**src/rtl/twcd_pkg.sv**
```systemverilog
// ----------------------------------------------------------------------------
// twcd_pkg: shared types, codes and tables
// Payload structs, entity match codes and the pending-letter tables used by
// the whitespace-collapse / entity-decode filter.
// ----------------------------------------------------------------------------
package twcd_pkg;

  // Most results one input byte can cause
  localparam int unsigned MaxRes   = 5;
  // Default depth of the queue between front and back
  localparam int unsigned QDepth   = 4;

  localparam logic [7:0] ChCr      = 8'h0D;
  localparam logic [7:0] ChTab     = 8'h09;
  localparam logic [7:0] ChSpace   = 8'h20;
  localparam logic [7:0] ChLf      = 8'h0A;
  localparam logic [7:0] ChAmp     = 8'h26;
  localparam logic [7:0] ChLt      = 8'h3C;
  localparam logic [7:0] ChGt      = 8'h3E;
  localparam logic [7:0] ChSemi    = 8'h3B;
  localparam logic [7:0] ChL       = 8'h6C;
  localparam logic [7:0] ChT       = 8'h74;
  localparam logic [7:0] ChG       = 8'h67;
  localparam logic [7:0] ChA       = 8'h61;
  localparam logic [7:0] ChM       = 8'h6D;
  localparam logic [7:0] ChP       = 8'h70;
  localparam logic [7:0] BadEntity = 8'hFF;

  // Entity match codes
  localparam logic [3:0] EmNone = 4'd0;  // no entity in progress
  localparam logic [3:0] EmAmp  = 4'd1;  // "&"
  localparam logic [3:0] EmL    = 4'd2;  // "&l"
  localparam logic [3:0] EmLt   = 4'd3;  // "&lt"
  localparam logic [3:0] EmG    = 4'd4;  // "&g"
  localparam logic [3:0] EmGt   = 4'd5;  // "&gt"
  localparam logic [3:0] EmA    = 4'd6;  // "&a"
  localparam logic [3:0] EmAm   = 4'd7;  // "&am"
  localparam logic [3:0] EmAmpx = 4'd8;  // "&amp"

  typedef struct packed {
    logic [7:0] in_byte;
    logic       in_last;
  } in_t;

  typedef struct packed {
    logic [7:0] out_byte;
    logic       byte_valid;
    logic       out_last;
  } out_t;

  // One queue entry: all results of one input byte
  typedef struct packed {
    logic [MaxRes-1:0][7:0] bytes;
    logic [2:0]             cnt;   // number of results, 1..MaxRes
    logic                   bare;  // single bare end marker
    logic                   last;  // final result carries the end flag
  } desc_t;

  // Letters held by a partial match
  function automatic logic [1:0] pend_len(logic [3:0] em);
    logic [1:0] len;
    case (em)
      EmL, EmG, EmA:   len = 2'd1;
      EmLt, EmGt, EmAm: len = 2'd2;
      EmAmpx:          len = 2'd3;
      default:         len = 2'd0;
    endcase
    return len;
  endfunction

  function automatic logic [7:0] pend_chr(logic [3:0] em, logic [1:0] idx);
    logic [7:0] ch;
    ch = 8'h00;
    case (em)
      EmL, EmLt: ch = (idx == 2'd0) ? ChL : ChT;
      EmG, EmGt: ch = (idx == 2'd0) ? ChG : ChT;
      EmA, EmAm, EmAmpx: begin
        case (idx)
          2'd0:    ch = ChA;
          2'd1:    ch = ChM;
          default: ch = ChP;
        endcase
      end
      default:   ch = 8'h00;
    endcase
    return ch;
  endfunction

  function automatic logic is_ws(logic [7:0] c);
    return (c == ChCr) || (c == ChTab) || (c == ChSpace) || (c == ChLf);
  endfunction

endpackage

```
**src/rtl/text_whitespace_collapse_entity_decode.sv**
```systemverilog
// ----------------------------------------------------------------------------
// text_whitespace_collapse_entity_decode: text filter top level
// Drops leading whitespace, collapses whitespace runs to one space and
// decodes &lt; &gt; &amp; in a byte stream, one byte per transaction.
//
//   channel   direction  handshake           payload
//   input     in         push / full         in_i  (in_byte, in_last)
//   result    out        pop  / empty        out_o (out_byte, byte_valid,
//                                                   out_last)
//
// Cycles: a byte is taken every cycle while the entry queue has room; the
// front classifies it in the same cycle. Each byte causes 0..5 results and
// the back hands out one result per cycle while pop is held, so a byte with
// k results holds the result side for k pops; sustained input rate is one
// byte per cycle while the stream averages at most one result per byte.
// Reset: asynchronous, active low; space-run flag set, no entity pending,
// queue empty. Stalls: full rises only when the entry queue (Depth entries)
// is full; a held pop leaves the front free to keep accepting.
// ----------------------------------------------------------------------------
module text_whitespace_collapse_entity_decode #(
  parameter int unsigned Depth = twcd_pkg::QDepth
) (
  input  logic           clk_i,
  input  logic           rst_ni,
  input  twcd_pkg::in_t  in_i,
  input  logic           push,
  output logic           full,
  output twcd_pkg::out_t out_o,
  output logic           empty,
  input  logic           pop
);

  twcd_pkg::desc_t desc;
  twcd_pkg::desc_t head;
  logic            desc_push;
  logic            head_pop;
  logic            head_empty;
  logic            accept;

  // accept a transaction whenever the queue can take its entry
  assign accept = push && !full;

  twcd_front u_front (
    .clk_i       (clk_i),
    .rst_ni      (rst_ni),
    .in_i        (in_i),
    .accept_i    (accept),
    .desc_o      (desc),
    .desc_push_o (desc_push)
  );

  // hold entries until the back has sent every result
  twcd_fifo #(
    .Depth (Depth)
  ) u_fifo (
    .clk_i   (clk_i),
    .rst_ni  (rst_ni),
    .push_i  (desc_push),
    .wdata_i (desc),
    .pop_i   (head_pop),
    .rdata_o (head),
    .full_o  (full),
    .empty_o (head_empty)
  );

  // advance through the head entry one result per transaction
  twcd_back u_back (
    .clk_i        (clk_i),
    .rst_ni       (rst_ni),
    .head_i       (head),
    .head_empty_i (head_empty),
    .head_pop_o   (head_pop),
    .out_o        (out_o),
    .empty_o      (empty),
    .pop_i        (pop)
  );

  // a bare end marker always closes a string and carries no character
  a_bare_is_last: assert property (@(posedge clk_i) disable iff (!rst_ni)
    (!empty && !out_o.byte_valid) |-> (out_o.out_last && (out_o.out_byte == 8'h00)))
    else $error("bare end marker without end flag or with a character");

  // the final byte of a string always leaves at least one result queued
  a_last_queues: assert property (@(posedge clk_i) disable iff (!rst_ni)
    (push && !full && in_i.in_last) |=> !empty)
    else $error("end of string produced no result");

  // a taken result that is not the end of its entry leaves that entry on offer
  a_entry_continues: assert property (@(posedge clk_i) disable iff (!rst_ni)
    (pop && !empty && !head_pop) |=> !empty)
    else $error("entry dropped before all results were sent");

endmodule

```
**src/rtl/twcd_front.sv**
```systemverilog
// ----------------------------------------------------------------------------
// twcd_front: byte classifier
// Tracks the space-run and entity-match state and turns each accepted byte
// that causes results into one queue entry holding all of them.
// ----------------------------------------------------------------------------
module twcd_front (
  input  logic             clk_i,
  input  logic             rst_ni,
  input  twcd_pkg::in_t    in_i,
  input  logic             accept_i,
  output twcd_pkg::desc_t  desc_o,
  output logic             desc_push_o
);

  logic                                  sr_q, sr_d;
  logic [3:0]                            em_q, em_d;
  logic [twcd_pkg::MaxRes-1:0][7:0]      slots;
  logic [2:0]                            n;
  logic                                  hit;
  logic                                  bare;
  logic [7:0]                            c;

  assign c = in_i.in_byte;

  always_comb begin
    slots = '0;
    n     = 3'd0;
    sr_d  = sr_q;
    em_d  = em_q;
    hit   = 1'b0;
    bare  = 1'b0;

    // advance a match in progress
    if (em_q != twcd_pkg::EmNone) begin
      case (em_q)
        twcd_pkg::EmL, twcd_pkg::EmG: begin
          if (c == twcd_pkg::ChT) begin
            hit  = 1'b1;
            em_d = em_q + 4'd1;
          end
        end
        twcd_pkg::EmLt, twcd_pkg::EmGt, twcd_pkg::EmAmpx: begin
          if (c == twcd_pkg::ChSemi) begin
            hit      = 1'b1;
            em_d     = twcd_pkg::EmNone;
            slots[n] = (em_q == twcd_pkg::EmLt) ? twcd_pkg::ChLt :
                       (em_q == twcd_pkg::EmGt) ? twcd_pkg::ChGt : twcd_pkg::ChAmp;
            n        = n + 3'd1;
          end
        end
        twcd_pkg::EmA: begin
          if (c == twcd_pkg::ChM) begin
            hit  = 1'b1;
            em_d = twcd_pkg::EmAm;
          end
        end
        twcd_pkg::EmAm: begin
          if (c == twcd_pkg::ChP) begin
            hit  = 1'b1;
            em_d = twcd_pkg::EmAmpx;
          end
        end
        default: begin
          if (c == twcd_pkg::ChL) begin
            hit  = 1'b1;
            em_d = twcd_pkg::EmL;
          end else if (c == twcd_pkg::ChG) begin
            hit  = 1'b1;
            em_d = twcd_pkg::EmG;
          end else if (c == twcd_pkg::ChA) begin
            hit  = 1'b1;
            em_d = twcd_pkg::EmA;
          end
        end
      endcase

      // broken match: flush marker and held letters
      if (!hit) begin
        slots[n] = twcd_pkg::BadEntity;
        n        = n + 3'd1;
        for (int i = 0; i < 3; i++) begin
          if (2'(i) < twcd_pkg::pend_len(em_q)) begin
            slots[n] = twcd_pkg::pend_chr(em_q, 2'(i));
            n        = n + 3'd1;
          end
        end
        em_d = twcd_pkg::EmNone;
        sr_d = 1'b0;
      end
    end

    // ordinary byte
    if (!hit) begin
      if (twcd_pkg::is_ws(c)) begin
        if (!sr_d) begin
          slots[n] = twcd_pkg::ChSpace;
          n        = n + 3'd1;
        end
        sr_d = 1'b1;
      end else if (c == twcd_pkg::ChAmp) begin
        em_d = twcd_pkg::EmAmp;
        sr_d = 1'b0;
      end else begin
        slots[n] = c;
        n        = n + 3'd1;
        sr_d     = 1'b0;
      end
    end

    // end of string: flush, mark, restart
    if (in_i.in_last) begin
      if (em_d != twcd_pkg::EmNone) begin
        slots[n] = twcd_pkg::BadEntity;
        n        = n + 3'd1;
        for (int i = 0; i < 3; i++) begin
          if (2'(i) < twcd_pkg::pend_len(em_d)) begin
            slots[n] = twcd_pkg::pend_chr(em_d, 2'(i));
            n        = n + 3'd1;
          end
        end
      end
      if (n == 3'd0) begin
        bare = 1'b1;
        n    = 3'd1;
      end
      sr_d = 1'b1;
      em_d = twcd_pkg::EmNone;
    end
  end

  always_ff @(posedge clk_i or negedge rst_ni) begin
    if (!rst_ni) begin
      sr_q <= 1'b1;
      em_q <= twcd_pkg::EmNone;
    end else if (accept_i) begin
      sr_q <= sr_d;
      em_q <= em_d;
    end
  end

  assign desc_o.bytes = slots;
  assign desc_o.cnt   = n;
  assign desc_o.bare  = bare;
  assign desc_o.last  = in_i.in_last;
  assign desc_push_o  = accept_i && (n != 3'd0);

endmodule

```
**src/rtl/twcd_fifo.sv**
```systemverilog
// ----------------------------------------------------------------------------
// twcd_fifo: entry queue
// Short first-in first-out queue of result entries between front and back.
// ----------------------------------------------------------------------------
module twcd_fifo #(
  parameter int unsigned Depth = twcd_pkg::QDepth
) (
  input  logic            clk_i,
  input  logic            rst_ni,
  input  logic            push_i,
  input  twcd_pkg::desc_t wdata_i,
  input  logic            pop_i,
  output twcd_pkg::desc_t rdata_o,
  output logic            full_o,
  output logic            empty_o
);

  localparam int unsigned PtrW = (Depth > 1) ? $clog2(Depth) : 1;
  localparam int unsigned CntW = $clog2(Depth + 1);

  twcd_pkg::desc_t   mem_q [Depth];
  logic [PtrW-1:0]   wr_q, rd_q;
  logic [CntW-1:0]   cnt_q;
  logic              do_push, do_pop;

  assign full_o  = (cnt_q == CntW'(Depth));
  assign empty_o = (cnt_q == '0);
  assign do_push = push_i && !full_o;
  assign do_pop  = pop_i && !empty_o;
  assign rdata_o = mem_q[rd_q];

  always_ff @(posedge clk_i) begin
    if (do_push) begin
      mem_q[wr_q] <= wdata_i;
    end
  end

  always_ff @(posedge clk_i or negedge rst_ni) begin
    if (!rst_ni) begin
      wr_q  <= '0;
      rd_q  <= '0;
      cnt_q <= '0;
    end else begin
      if (do_push) begin
        wr_q <= (wr_q == PtrW'(Depth - 1)) ? '0 : wr_q + 1'b1;
      end
      if (do_pop) begin
        rd_q <= (rd_q == PtrW'(Depth - 1)) ? '0 : rd_q + 1'b1;
      end
      if (do_push && !do_pop) begin
        cnt_q <= cnt_q + 1'b1;
      end else if (do_pop && !do_push) begin
        cnt_q <= cnt_q - 1'b1;
      end
    end
  end

endmodule

```
**src/rtl/twcd_back.sv**
```systemverilog
// ----------------------------------------------------------------------------
// twcd_back: result serialiser
// Walks the head queue entry one result per transaction and releases the
// entry after its final result.
// ----------------------------------------------------------------------------
module twcd_back (
  input  logic            clk_i,
  input  logic            rst_ni,
  input  twcd_pkg::desc_t head_i,
  input  logic            head_empty_i,
  output logic            head_pop_o,
  output twcd_pkg::out_t  out_o,
  output logic            empty_o,
  input  logic            pop_i
);

  logic [2:0] idx_q, idx_d;
  logic       at_end;
  logic       take;

  assign empty_o = head_empty_i;
  assign take    = pop_i && !head_empty_i;
  assign at_end  = (idx_q == head_i.cnt - 3'd1);

  assign out_o.out_byte   = head_i.bare ? 8'h00 : head_i.bytes[idx_q];
  assign out_o.byte_valid = !head_i.bare;
  assign out_o.out_last   = head_i.last && at_end;

  assign head_pop_o = take && at_end;

  always_comb begin
    idx_d = idx_q;
    if (take) begin
      idx_d = at_end ? 3'd0 : idx_q + 3'd1;
    end
  end

  always_ff @(posedge clk_i or negedge rst_ni) begin
    if (!rst_ni) begin
      idx_q <= 3'd0;
    end else begin
      idx_q <= idx_d;
    end
  end

endmodule
```
**config.mk**
```make
export PLATFORM = sky130hd
export DESIGN_NAME = text_whitespace_collapse_entity_decode
export DESIGN_NICKNAME = d
export VERILOG_FILES = /design/src/rtl/twcd_pkg.sv /design/src/rtl/text_whitespace_collapse_entity_decode.sv /design/src/rtl/twcd_front.sv /design/src/rtl/twcd_fifo.sv /design/src/rtl/twcd_back.sv
export SDC_FILE = /design/constraint.sdc
export NUM_CORES = 1
export LEC_CHECK = 0
export BUFFER_PORTS_ARGS = -buffer_cell sky130_fd_sc_hd__buf_4
export CAP_MARGIN = 10
export CORE_MARGIN = 3
export CORE_UTILIZATION = 40
export CTS_BUF_LIST = sky130_fd_sc_hd__clkbuf_16
export DETAILED_ROUTE_END_ITERATION = 12
export HOLD_SLACK_MARGIN = 0.15
export MAX_ROUTING_LAYER = met4
export PLACE_DENSITY = 0.54
export SYNTH_ARGS = -nofsm -noshare
export SYNTH_HDL_FRONTEND = slang
export SYNTH_SLANG_ARGS = --single-unit
```
**constraint.sdc**
```tcl
create_clock -name clk_i -period 8.9 [get_ports clk_i]
set_input_delay 0.445 -clock clk_i [delete_from_list [all_inputs] [get_ports clk_i]]
set_output_delay 0.445 -clock clk_i [all_outputs]
set_load 0.05 [all_outputs]
```
== Yosys cells after proc, flatten, opt, wreduce, memory -nomap -nowiden ==
Memories as Yosys holds them, arrays and structs flattened.
Index checks and enable logic that the tools add are counted.
Word-level totals
  flip-flop bits (word level): 15
  memory bits (writable): 180
  input bits: 13
  output and inout bits: 12
  logic and storage cells: 279
  memories kept: 1
Operators by class
  add/sub/neg operators: 16
  $lt $le $gt $ge: 25
  equality and inequality tests: 30
  mux-type cells: 150
  bitwise operators: 5
  reduce and logical (&&, ||, !) cells: 46
Memory list
  u_fifo.mem_q: depth 4, bits a word 45, read ports 1, clocked after Yosys merged registers in 0, wr ports 1, RTL line twcd_fifo.sv:21  | twcd_pkg::desc_t mem_q [Depth];
Operators by type and width (count)
  $mux W40: 22
  $bwmux W40: 7
  $mux W8: 33
  $demux W8 S3: 9
  $mux W3: 29
  $pmux W7 S2: 4
  $mux W4: 13
  $eq A8 B7 Y1 const B: 6
  $pmux W7 S3: 2
  $lt A3 B4 Y1 const B: 10
  $or A40 B40 Y40: 1
  $or A8 B40 Y40: 1
  $and A35 B35 Y35: 1
  $not A35 Y35: 1
  $add A3 B1 Y3 const B: 11
  $eq A4 B3 Y1 const B: 8
  $ge A3 B1 Y1 const B: 9
  $bmux W8 S3: 1
  $eq A8 B4 Y1 const B: 3
  $eq A8 B6 Y1 const B: 3
  $reduce_or A3 Y1: 7
  $mux W1: 19
  $logic_and A1 B1 Y1: 18
  $eq A4 B2 Y1 const B: 4
  23 further kinds: 50

== Logic depth before layout (Yosys ltp) ==
Gate-level depths: netlist of the first run.
  word-level depth: 47
  depth in mapped cells: 35
  mapped depth without buffers: 32

== Cells and area by module ==
From an unflattened synthesis of the first run, not the netlist that was laid out.
Unflattened totals
  cell total of the unflattened synthesis: 880
  area total of the unflattened synthesis: 11014.3 um2
Modules (own cells, without submodules)
  twcd_fifo: instances 1, cells an instance 272, area an instance 6936.7 um2, sequential area each 5580.4 um2
  twcd_front: instances 1, cells an instance 561, area an instance 3513.4 um2, sequential area each 126.4 um2
  twcd_back: instances 1, cells an instance 46, area an instance 550.5 um2, sequential area each 75.1 um2
  text_whitespace_collapse_entity_decode: instances 1, cells an instance 1, area an instance 13.8 um2, sequential area each 0.0 um2

== Worst setup path before layout of the first run ==
OpenSTA, ideal clock, no wires.
  path kind: register to register
  from: register u_front.em_q[1]
  to: memory u_fifo.mem_q[0][0] (netlist bit) (enable)
  library setup time: 0.407 ns
  arrival time: 6.705 ns
  data required time: 8.493 ns
  path slack: 1.788 ns
  stages on the path, launching flop included: 31
  buffers on the path: 3
  period minus slack after synthesis: 7.112 ns
  cells stage by stage: dfrtp_1 > inv_1 > ha_1 > buf_2 > mux2i_1 > a2bb2oi_1 > nor2b_1 > buf_6 > fa_1 > inv_1 > xnor2_1 > o21ai_0 > nand2_1 > inv_1 > ha_1 > nand2_1 > o31ai_1 > nand2_1 > inv_1 > ha_1 > clkbuf_1 > xor2_1 > ha_1 > inv_1 > nor2_1 > o221ai_1 > o21ai_0 > xor2_1 > o311a_1 > a31oi_4 > and2_1
Between the ends
  cells in the longest elaborated chain, start to end: 42
  elaborated cells on any way between the ends: 94
  those cells by class: 10 x add/sub; 6 x order compare; 14 x eq/ne; 52 x mux; 12 x reduce/logical
RTL lines
  from (decl): RTL line twcd_front.sv:16  | logic [3:0] em_q, em_d;
  from (signal assigned): RTL line twcd_front.sv:134  | em_q <= twcd_pkg::EmNone;
  from (signal assigned): RTL line twcd_front.sv:137  | em_q <= em_d;
  $eq A4 B4 Y1, or another cell as far along: RTL line twcd_pkg.sv:62, twcd_front.sv:35
  $reduce_or A3 Y1 (on tied branches)
  $mux W3 / $pmux W2 S3 (equally long branches): RTL line twcd_front.sv:35, twcd_pkg.sv:62
  $mux W3 / $mux W2 (equally long branches): RTL line twcd_front.sv:34, twcd_front.sv:78
  $add A3 B1 Y3 / $mux W2 (equally long branches): RTL line twcd_front.sv:80, twcd_front.sv:34
  $add A3 B1 Y3 / $lt A1 B2 Y1 (equally long branches): RTL line twcd_front.sv:84, twcd_front.sv:82
  $mux W3: RTL line twcd_front.sv:82  | if (2'(i) < twcd_pkg::pend_len(em_q)) begin
  $mux W3: RTL line twcd_front.sv:78  | if (!hit) begin
  [... 27 more ...]
  $mux W3: RTL line twcd_front.sv:122  | if (n == 3'd0) begin
  $mux W3 *: RTL line twcd_front.sv:111  | if (in_i.in_last) begin
  $reduce_bool A3 Y1 *: RTL line twcd_front.sv:145  | assign desc_push_o = accept_i && (n != 3'd0);
  $logic_and A1 B1 Y1 *: RTL line twcd_front.sv:145
  $logic_and A1 B1 Y1 *: RTL line twcd_fifo.sv:28  | assign do_push = push_i && !full_o;
  via u_fifo.do_push: RTL line twcd_fifo.sv:24  | logic do_push, do_pop;
  $mux W1 *: RTL line twcd_fifo.sv:33  | if (do_push) begin
  $mux W1 (not written as such) *: RTL line twcd_fifo.sv:34  | mem_q[wr_q] <= wdata_i;
  to (decl): RTL line twcd_fifo.sv:21
Mark *: on every way through the listed nets, which the timed path passes. The rest lies on a longest branch. The select of a mux whose other input is x is not followed.

== Final worst setup path of the first run ==
  from: register u_front.em_q[1]
  to: memory u_fifo.mem_q[2][38] (netlist bit) (enable)
Same word-level chain as after synthesis.

==> results of run 1 <==
-- per-stage QoR --
stage	hold slack, ps	total power (W)	instance area [um^2]	util [%]	cells
after detailed placement	320	0.00235	11200	42.7	1184
after global placement	316	0.00234	11200	42.7	1184
after CTS	276	0.00312	11800	45.1	1217
after floorplan	149	0.00205	10700	-	860
final	298	0.00307	11800	45.2	1218
after global routing	286	0.00323	11800	45.2	1218
-- power by group through the flow --
stage	registers [W]	clock network [W]	logic, W
2_1_floorplan	0.00127	0	0.000783
3_3_place_gp	0.00136	0	0.000977
3_5_place_dp	0.00136	0	0.000985
4_1_cts	0.00134	0.000791	0.000986
5_1_grt	0.00136	0.000833	0.00104
6_report	0.00134	0.000775	0.000962
-- placed cells by master (no fill, tap or decap), types with 7 or more instances in the layout --
| master | count |
|---|---|
| sky130_fd_sc_hd__a21oi_1 | 56 |
| sky130_fd_sc_hd__a22oi_1 | 10 |
| sky130_fd_sc_hd__a31oi_1 | 14 |
| sky130_fd_sc_hd__and2_1 | 14 |
| sky130_fd_sc_hd__and3_1 | 10 |
| sky130_fd_sc_hd__buf_4 | 39 |
| sky130_fd_sc_hd__clkbuf_16 | 17 |
| sky130_fd_sc_hd__dfrtp_1 | 12 |
| sky130_fd_sc_hd__edfxtp_1 | 180 |
| sky130_fd_sc_hd__ha_1 | 20 |
| sky130_fd_sc_hd__inv_1 | 34 |
| sky130_fd_sc_hd__mux4_2 | 53 |
| sky130_fd_sc_hd__nand2_1 | 77 |
| sky130_fd_sc_hd__nand2b_1 | 8 |
| sky130_fd_sc_hd__nand3_1 | 17 |
| sky130_fd_sc_hd__nor2_1 | 59 |
| sky130_fd_sc_hd__nor2b_1 | 7 |
| sky130_fd_sc_hd__nor3_1 | 20 |
| sky130_fd_sc_hd__o21ai_0 | 48 |
| sky130_fd_sc_hd__o22ai_1 | 12 |
| sky130_fd_sc_hd__o31ai_1 | 8 |
| sky130_fd_sc_hd__xnor2_1 | 8 |
| sky130_fd_sc_hd__xor2_1 | 7 |
-- registers in the layout (all words and copies together) (netlist names) --
signal	flops
u_fifo.rd_q	2
u_fifo.cnt_q	3
u_fifo.mem_q	180
u_front.em_q	4
u_back.idx_q	3
u_fifo.wr_q	2
u_front.sr_q	1
-- layout make-up --
type	instances	area [um^2]	area share, %
inverters	35	131	1.11
multi-input cells	580	4540	38.5
clock buffers	17	425	3.60
repair buffers	41	308	2.61
well taps	335	419	3.55
clock inverters	15	193	1.63
flip-flops and latches	195	5790	49.0
-- metal layers --
layer / up-vias / track usage (%)
met2: 276 / 32.0
met5: - / -
met4: 0 / 5.16
met3: 37 / 2.47
met1: 3642 / 28.0
li1: 3372 / -
-- path summary, 6_finish.rpt --
| check | startpoint | to |
|---|---|---|
| max | u_front.em_q[1] | u_fifo.mem_q[2][38] |
| min | in_i[0] | u_fifo.mem_q[3][0] |
| max reg2reg | u_front.em_q[1] | u_fifo.mem_q[2][38] |
| min reg2reg | u_fifo.cnt_q[2] | u_fifo.cnt_q[2] |
| max in group asynchronous | rst_ni | u_front.sr_q |
| min in group asynchronous | rst_ni | u_front.em_q[3] |
-- cell families (layout without fill, tap and decap cells) --
kind of cell | count (synthesis) | count (layout) | share of synthesized area, %
DFF | 195 | 195 | 54.3
buffers and inverters | 85 | 108 | 3.21
muxes | 65 | 65 | 12.5
xor gates and xnor gates | 16 | 16 | 1.44
and+or+nand+nor | 265 | 265 | 12.6
adders and majority gates | 22 | 22 | 2.72
AOI/OAI and AO/OA | 212 | 212 | 13.3
==> results.md, run 1 <==
Yosys
• **top cell types by occurrence after synthesis** 180 x sky130_fd_sc_hd__edfxtp_1, 77 x sky130_fd_sc_hd__nand2_1, 59 x sky130_fd_sc_hd__nor2_1, 56 x sky130_fd_sc_hd__a21oi_1, 53 x sky130_fd_sc_hd__mux4_2
• **synthesized area per cell** 12.4 um^2
• **Post-synth ARST share** 7.69%
• **post-synth net total** 895
• **top area cells in the synthesized netlist** sky130_fd_sc_hd__edfxtp_1 51%, sky130_fd_sc_hd__mux4_2 11%, sky130_fd_sc_hd__dfrtp_1 3.3%, sky130_fd_sc_hd__nand2_1 2.7%, sky130_fd_sc_hd__a21oi_1 2.6%
• **cell accounting for the most synthesized area** sky130_fd_sc_hd__edfxtp_1
• **Post-synth EDFFs** 180
• **share of Yosys cell area claimed by the top area cell type** 50.7%
• **distinct cell type count after synthesis** 84
• **number of instances in the synthesized netlist** 860
• **share of the yosys chip area belonging to registers** 54.3%
• **total of flip-flops plus latches after synthesis** 195
• **post-synthesis cell area** 0.0107 mm^2
• **most common cell in the netlist** sky130_fd_sc_hd__edfxtp_1
• **number of warnings issued by yosys** 0
• **most used flip-flop cell after synthesis** sky130_fd_sc_hd__edfxtp_1

STA
• **actual slew at the worst max-slew pin** 995 ps
• **final-layout setup total negative slack** 0 ps
• **Final Hold Vio Count** 0
• **setup clock skew after layout** 13.4 ps
• **portion of the clock cycle consumed by the worst path in the final layout** 85.6%
• **max frequency** 131 MHz
• **final critical path time including I/O delays and setup** 7620 ps
• **endpoints failing setup** 0
• **headroom to the max-slew limit** 33.4%
• **setup slack of the critical path after layout** 1280 ps
• **setup repair after global routing missed its margin** no
• **number of max-slew violations in the final report** 0

Detailed routing
• **highest routed metal layer** met4
• **met3 routed WL** 1.43 mm
• **via count** 7327
• **Antenna Violating Nets Remaining** 0
• **remaining design rule violation count** 0
• **initial detailed-routing violation count** 865
• **wire length per cell** 22.9 um
• **DRT Wirelength** 27.9 mm
• **met2 layer wire length in the routed design** 13.3 mm
• **DR vias/cell** 6.02
• **detailed-route wire length on metal 1** 12.6 mm
• **first-pass iteration count of the detailed router** 7

Critical path
• **worst-path maximum fanout** 27
• **most used cell along the critical path** sky130_fd_sc_hd__inv_1
• **arrival time reported for the critical path endpoint** 7740 ps
• **kind of start point of the critical path** flip-flop
• **logic depth of the worst setup path including buffers** 29
• **maximum single-stage delay on the critical path** 700 ps
• **path depth of the worst reg2reg path** 29
• **CP Data Required Time** 9020 ps
• **combined buffer and inverter count along the critical path** 7
• **endpoint class of the critical path** flip-flop
• **worst setup path class** flip-flop to flip-flop
• **Critical-path top delay cell** sky130_fd_sc_hd__and2_2
• **register-to-register path setup slack** 1280 ps
• **top cell family by delay on the critical path** adder cells

CTS
• **total CTS buffers** 17
• **clock-pin slew on the worst setup and hold paths** 80 ps
• **cts repair resizes** 0
• **CTS hold repair buffers** 1
• **total number of clock tree sinks** 195
• **TritonCTS clock tree** done
• **clock network latency to the later pin of the worst-skew pair** 420 ps
• **total number of H-tree levels** 4
• **clk buf depth** 2
• **setup bufs post-CTS** 0
• **clock root buffer** sky130_fd_sc_hd__clkbuf_16

Power
• **Logic pwr share** 31.3%
• **portion of total power attributed to sequential cells** 43.5%
• **cell internal pwr** 0.00207 W
• **Max rail drop VDD** 0.131 mV
• **switching fraction of total power** 32.6%
• **clock network fraction of design power** 25.2%
• **static leakage** 4.01 nW
• **P_sw** 0.00100 W
• **Power per Cell Area** 260 mW/mm^2

Placement
• **placement-stage worst setup slack** 1380 ps
• **Detail Placement HPWL** 20.3 mm
• **routability congestion estimate** 0.958
• **Port Buffers** 24

Global routing
• **total routing usage reported by global routing** 20.2%
• **via count of the first global-routing pass** 6959
• **first-pass GRT wire length** 42.9 mm
• **maximum number of pins on one net before global-route repair** 46
• **initial antenna violation count** 0
• **GRT overflow** 0

Floorplan
• **Core Rows** 59
• **Die Footprint** 0.0286 mm^2
• **effective utilization at floorplan** 40.8%
• **count of pins on the block boundary** 25
• **die height** 169 um
• **die width** 169 um
• **core footprint** 0.0261 mm^2

Layout
• **post-synthesis to final-layout area growth** 10.8%
• **layout cell share with drive strength beyond 1** 17.6%
• **number of nets in the layout** 905
• **number of fill cells** 2390
• **Antenna Diode Count** 0

Flow run
• **reported max-cap violation count** 0

Hold path
• **cell depth of the worst min-delay path** 1
• **worst min path class** input port to flip-flop

Status
• **result of the run** completed

Note: power is estimated with default switching activity, not from simulation.
==> run 2: changes to the inputs <==
- clock period: 8.9 -> 7.1 ns (I/O delays scaled with it)
==> run 2 against run 1 <==
  * Clock skew down 2.6 ps
  * First-iteration DRC count decreased by 20%
  * Via count rose by 0.44%
  * Power grew 26%
==> results.md, run 2 (same netlist as run 1, synthesis figures left out) <==
Layout
• **Antenna Diode Count** 0, unchanged
• **post-synthesis to final-layout area growth** 13.1%
• **largest registers** u_fifo.mem_q (180), u_front.em_q (4)
• **number of fill cells** 2394, +0.17%
• **most frequent cells in the layout** 180 x sky130_fd_sc_hd__edfxtp_1, 77 x sky130_fd_sc_hd__nand2_1, 58 x sky130_fd_sc_hd__nor2_1
• **area of the multi-input gates** 0.00459 mm^2, +1.1%
• **most common cell after layout, fill and taps aside** sky130_fd_sc_hd__edfxtp_1
• **register with the most flip-flops** u_fifo.mem_q
• **number of nets in the layout** 926, +2.3%
• **area used by sequential logic in the layout** 0.00579 mm^2, about the same
• **number of flip-flops in the largest register** 180, unchanged
• **layout cell share with drive strength beyond 1** 21.1%, +3.6 points

Critical path
• **worst setup path class** flip-flop to flip-flop
• **most used cell along the critical path** sky130_fd_sc_hd__ha_1
• **endpoint class of the critical path** flip-flop
• **kind of start point of the critical path** flip-flop
• **worst-path maximum fanout** 6, -78%
• **CP Data Required Time** 7450 ps, -1570 ps
• **maximum single-stage delay on the critical path** 590 ps, -110 ps
• **arrival time reported for the critical path endpoint** 6870 ps, -870 ps
• **Critical-path top delay cell** sky130_fd_sc_hd__fa_2

STA
• **actual slew at the worst max-slew pin** 938 ps, -56.5 ps
• **setup slack of the critical path after layout** 577 ps, -706 ps
• **max frequency** 153 MHz, +17%
• **final-layout setup total negative slack** 0 ps, unchanged
• **final critical path time including I/O delays and setup** 6520 ps, -1090 ps
• **headroom to the max-slew limit** 37.2%, +3.8 points
• **Final Hold Vio Count** 0, unchanged
• **number of max-slew violations in the final report** 0, unchanged
• **endpoints failing setup** 0, unchanged
• **portion of the clock cycle consumed by the worst path in the final layout** 91.9%, +6.3 points
• **setup clock skew after layout** 10.9 ps, -2.58 ps

Global routing
• **GRT overflow** 0, unchanged
• **maximum number of pins on one net before global-route repair** 37, -20%
• **initial antenna violation count** 0, unchanged
• **total routing usage reported by global routing** 20.1%, -0.057 points
• **via count of the first global-routing pass** 7141, +2.6%
• **first-pass GRT wire length** 42.6 mm, -0.72%

Placement
• **placement-stage worst setup slack** 80.8 ps, -1300 ps
• **Detail Placement HPWL** 20.3 mm, -0.25%
• **Port Buffers** 24, unchanged
• **routability congestion estimate** 0.922, -3.8%

CTS
• **clock network latency to the later pin of the worst-skew pair** 430 ps, about the same
• **total number of clock tree sinks** 195, unchanged
• **clock-pin slew on the worst setup and hold paths** 70 ps, about the same
• **clock root buffer** sky130_fd_sc_hd__clkbuf_16
• **total number of H-tree levels** 4, unchanged
• **total CTS buffers** 17, unchanged
• **TritonCTS clock tree** done
• **clk buf depth** 2, unchanged

Detailed routing
• **DR vias/cell** 5.94, -1.3%
• **DRT Wirelength** 27.7 mm, -0.51%
• **initial detailed-routing violation count** 695, -20%
• **remaining design rule violation count** 0, unchanged
• **first-pass iteration count of the detailed router** 5, -2
• **Antenna Violating Nets Remaining** 0, unchanged
• **via count** 7359, +0.44%
• **wire length per cell** 22.4 um, -2.2%

Power
• **clock network fraction of design power** 24.0%, -1.2 points
• **P_sw** 0.00130 W, +30%
• **Logic pwr share** 33.0%, +1.7 points
• **cell internal pwr** 0.00256 W, +24%
• **portion of total power attributed to sequential cells** 43.0%, -0.5 points
• **static leakage** 4.12 nW, +2.7%
• **switching fraction of total power** 33.7%, +1.1 points
• **Power per Cell Area** 320 mW/mm^2, +23%
• **Max rail drop VDD** 0.174 mV, +33%

Flow run
• **reported max-cap violation count** 0, unchanged

Floorplan
• **count of pins on the block boundary** 25, unchanged
• **die height** 169 um, unchanged
• **Die Footprint** 0.0286 mm^2, unchanged
• **core footprint** 0.0261 mm^2, unchanged
• **die width** 169 um, unchanged
• **Core Rows** 59, unchanged
• **effective utilization at floorplan** 40.8%, unchanged

Status
• **result of the run** completed

Hold path
• **worst min path class** input port to flip-flop

[run 2: power by group through the flow]
stage               registers, W  clock network, W  logic, W
detailed placement       0.00169                 0   0.00130
finish                   0.00166          0.000928   0.00127
floorplan                0.00158                 0  0.000983
global placement         0.00169                 0   0.00129
CTS                      0.00167          0.000950   0.00130
global route             0.00169          0.000998   0.00137
[run 2: cell type report]
cell class	count	area share [%]
Timing Repair Buffer	62	4.50
Multi-Input combinational cell	580	38.1
Sequential cell	195	48.0
Clock inverter	15	1.31
Inverter	35	1.09
Clock buffer	17	3.53
Tap cell	335	3.48
[run 2: worst max-delay path: cells and delay by family (launching register included)]
kind                       cells  cell delay [ps]
DFF                            1              420
adders and majority gates      7             2440
buffers and inverters          7              660
xor gates and xnor gates       5              880
and+or+nand+nor                8              960
AOI/OAI and AO/OA              6             1070
[run 2: metrics by stage]
| stage | util, % | area [um^2] | instances | hold WS [ps] | power [W] |
|---|---|---|---|---|---|
| 6_report | 46.1 | 12100 | 1239 | 216 | 0.00386 |
| 5_1_grt | 46.1 | 12100 | 1239 | 205 | 0.00406 |
| 4_1_cts | 45.7 | 11900 | 1232 | 194 | 0.00392 |
| 3_5_place_dp | 43.5 | 11400 | 1199 | 228 | 0.00299 |
| 3_3_place_gp | 43.5 | 11400 | 1199 | 227 | 0.00298 |
| 2_1_floorplan | - | 10700 | 860 | 59.4 | 0.00256 |
[run 2: what timing repair did]
item,CTS,global route
hold endpoints to repair,15,0
setup buffers,0,7
endpoints found under the setup margin,0,186
resized for setup,0,17
hold buffers,1,0
[run 2: routing by layer]
layer | vias up | wire length [um] | GRT usage [%]
li1 | 3431 | - | -
met1 | 3634 | 12500 | 27.5
met2 | 249 | 13100 | 31.6
met3 | 45 | 1490 | 3.33
met4 | 0 | 599 | 5.58
met5 | - | 0 | -
[run 2: path summary, 6_finish.rpt]
check	startpoint	cells past startpoint	slack (ps)	end
min reg2reg	u_fifo.cnt_q[2]	1	490	u_fifo.cnt_q[2]
min	in_i[0]	1	220	u_fifo.mem_q[0][0]
max reg2reg	u_front.em_q[1]	33	580	u_fifo.cnt_q[2]
max	u_front.em_q[1]	33	580	u_fifo.cnt_q[2]
max in group asynchronous	rst_ni	2	6540	u_front.sr_q
min in group asynchronous	rst_ni	2	320	u_front.em_q[3]
==> run 3: changes to the inputs <==
- CELL_PAD_IN_SITES_DETAIL_PLACEMENT: default -> 0
- CELL_PAD_IN_SITES_GLOBAL_PLACEMENT: default -> 2
- CORE_MARGIN: 3 -> default
- PLACE_DENSITY: 0.54 -> 0.72
==> run 3 against run 2 <==
  * The flow now finishes with violations (design-rule violations)
  * Die area is 4.7% lower
  * Combinational power hardly changed
  * Critical path depth stayed put
  * Wire length is 8.0% higher
  * Critical path type unchanged
  * Cell area is 0.10% higher
  * Core utilization hardly changed
  * Worst setup slack worse by 100 ps
  * Clock skew is 3.7 ps higher
==> results.md, run 3 (same netlist as run 1, synthesis figures left out) <==
Floorplan
• **Core Rows** 59, unchanged
• **die width** 165 um, -2.4%
• **core footprint** 0.0261 mm^2, unchanged
• **effective utilization at floorplan** 40.8%, unchanged
• **Die Footprint** 0.0273 mm^2, -4.7%
• **die height** 165 um, -2.4%
• **count of pins on the block boundary** 25, unchanged

STA
• **headroom to the max-slew limit** 31.6%, -5.6 points
• **setup clock skew after layout** 14.5 ps, +3.67 ps
• **number of max-slew violations in the final report** 0, unchanged
• **max frequency** 151 MHz, -1.5%
• **Final Hold Vio Count** 0, unchanged
• **actual slew at the worst max-slew pin** 1020 ps, +83.9 ps
• **endpoints failing setup** 0, unchanged
• **setup repair after global routing missed its margin** no
• **final-layout setup total negative slack** 0 ps, unchanged
• **portion of the clock cycle consumed by the worst path in the final layout** 93.3%, +1.4 points
• **final critical path time including I/O delays and setup** 6620 ps, +101 ps

Layout
• **largest registers** u_fifo.mem_q (180), u_front.em_q (4)
• **most common cell after layout, fill and taps aside** sky130_fd_sc_hd__edfxtp_1
• **most frequent cells in the layout** 180 x sky130_fd_sc_hd__edfxtp_1, 77 x sky130_fd_sc_hd__nand2_1, 58 x sky130_fd_sc_hd__nor2_1
• **number of fill cells** 2386, -0.33%
• **layout cell share with drive strength beyond 1** 20.5%, -0.66 points
• **number of flip-flops in the largest register** 180, unchanged
• **register with the most flip-flops** u_fifo.mem_q
• **post-synthesis to final-layout area growth** 13.3%
• **number of nets in the layout** 926, unchanged

CTS
• **clk buf depth** 2, unchanged
• **TritonCTS clock tree** done
• **clock-pin slew on the worst setup and hold paths** 80 ps, about the same
• **total number of clock tree sinks** 195, unchanged
• **clock root buffer** sky130_fd_sc_hd__clkbuf_16
• **total CTS buffers** 17, unchanged
• **total number of H-tree levels** 4, unchanged
• **clock network latency to the later pin of the worst-skew pair** 440 ps, about the same

Global routing
• **total routing usage reported by global routing** 23.6%, +3.4 points
• **GRT overflow** 0, unchanged
• **initial antenna violation count** 1, +1
• **maximum number of pins on one net before global-route repair** 48, +30%
• **via count of the first global-routing pass** 7385, +3.4%
• **first-pass GRT wire length** 45.3 mm, +6.4%

Placement
• **Detail Placement HPWL** 21.7 mm, +7.1%
• **routability congestion estimate** 0.868, -5.8%
• **Port Buffers** 24, unchanged

Power
• **P_sw** 0.00134 W, +3.3%
• **Power per Cell Area** 324 mW/mm^2, +1.1%
• **Logic pwr share** 33.0%, about the same
• **switching fraction of total power** 34.4%, +0.70 points
• **Max rail drop VDD** 0.196 mV, +12%
• **static leakage** 4.14 nW, +0.44%
• **cell internal pwr** 0.00256 W, +0.13%
• **total power consumption of the routed design** 0.00391 W, +1.2%
• **portion of total power attributed to sequential cells** 41.8%, -1.2 points
• **clock network fraction of design power** 25.2%, +1.2 points

Detailed routing
• **initial detailed-routing violation count** 573, -18%
• **via count** 7449, +1.2%
• **DRT Wirelength** 29.9 mm, +8.0%
• **DR vias/cell** 6.01, +1.1%
• **first-pass iteration count of the detailed router** 9, +4
• **remaining design rule violation count** 4, +4
• **Antenna Violating Nets Remaining** 0, unchanged
• **wire length per cell** 24.1 um, +7.9%

Critical path
• **endpoint class of the critical path** flip-flop
• **worst setup path class** flip-flop to flip-flop
• **most used cell along the critical path** sky130_fd_sc_hd__inv_1
• **Critical-path top delay cell** sky130_fd_sc_hd__fa_1
• **maximum single-stage delay on the critical path** 510 ps, -80 ps
• **CP Data Required Time** 7470 ps, +20 ps
• **worst-path maximum fanout** 8, +2
• **kind of start point of the critical path** flip-flop
• **arrival time reported for the critical path endpoint** 7000 ps, +130 ps

Hold path
• **worst min path class** input port to flip-flop

Status
• **result of the run** finished with violations
• **failing checks** design-rule violations

Flow run
• **reported max-cap violation count** 0, unchanged

==> run 3: cell types whose count changed in the layout (fill, tap and decap cells not counted), moves of 2 or more <==
cell | previous run | this run
sky130_fd_sc_hd__clkinv_4 | 1 | 3
sky130_fd_sc_hd__inv_12 | 1 | 3
sky130_fd_sc_hd__inv_2 | 3 | 1
sky130_fd_sc_hd__clkinv_8 | 3 | 5
sky130_fd_sc_hd__inv_6 | 6 | 1
sky130_fd_sc_hd__buf_12 | 6 | 4
sky130_fd_sc_hd__ha_1 | 17 | 19
sky130_fd_sc_hd__ha_2 | 2 | 0
sky130_fd_sc_hd__inv_1 | 31 | 33
sky130_fd_sc_hd__buf_4 | 55 | 57
==> run 3: power by group through the flow <==
stage	clock network (W)	registers (W)	logic, W
floorplan	0	0.00158	0.000983
detailed placement	0	0.00167	0.00130
finish	0.000984	0.00163	0.00129
global placement	0	0.00165	0.00129
CTS	0.00100	0.00164	0.00131
global route	0.00104	0.00166	0.00139
==> run 3: metrics by stage <==
| step | setup slack, ps | area (um^2) | hold slack [ps] | instances | util, % |
|---|---|---|---|---|---|
| 2_1_floorplan | 388 | 10700 | 59.4 | 860 | - |
| 3_3_place_gp | 396 | 11300 | 220 | 1200 | 43.4 |
| 3_5_place_dp | 149 | 11300 | 227 | 1200 | 43.4 |
| 4_1_cts | 99.4 | 12000 | 185 | 1233 | 45.8 |
| 5_1_grt | 77.6 | 12100 | 202 | 1240 | 46.2 |
| 6_report | 476 | 12100 | 195 | 1240 | 46.2 |
==> run 3: critical path: cells and delay by family (launching register included) <==
| family | cells | cell delay (ps) |
|---|---|---|
| xor+xnor | 5 | 850 |
| buf+inv | 7 | 780 |
| fa+ha+maj | 7 | 2290 |
| compound gates | 6 | 1150 |
| simple gates | 8 | 1060 |
| flops | 1 | 450 |
==> run 3: area by class of cell <==
cell class                      instances  area (um^2)  share of cell area, %
Clock buffer                           17          425                   3.52
Antenna cell                            1         2.50                 0.0207
Inverter                               35          131                   1.09
Clock inverter                         15          199                   1.65
Multi-Input combinational cell        580         4590                   38.0
Tap cell                              335          419                   3.47
Sequential cell                       195         5790                   47.9
Timing Repair Buffer                   62          518                   4.29
==> run 3: final timing paths <==
kind	from	slack, ps	depth (start not counted)	endpoint
worst max-delay path	u_front.em_q[1]	480	33	u_fifo.cnt_q[2]
worst min-delay path	in_i[0]	200	2	u_front.em_q[1]
worst max register to register	u_front.em_q[1]	480	33	u_fifo.cnt_q[2]
worst min register to register	u_fifo.cnt_q[2]	510	1	u_fifo.cnt_q[2]
max in group asynchronous	rst_ni	6560	2	u_front.sr_q
min in group asynchronous	rst_ni	290	2	u_front.em_q[0]
==> run 3: per-layer routing <==
| layer | wire, um | track usage (%) | vias up |
|---|---|---|---|
| li1 | - | - | 3426 |
| met3 | 1300 | 3.15 | 38 |
| met1 | 13500 | 31.1 | 3759 |
| met5 | 0 | - | - |
| met2 | 14400 | 37.8 | 226 |
| met4 | 686 | 7.30 | 0 |
==> run 3: repair_timing <==
action | 4_1_cts | 5_1_grt
setup endpoints to repair | 0 | 186
setup buffers | 0 | 6
resized for setup | 0 | 10
hold buffers | 1 | 0
hold endpoints to repair | 15 | 0
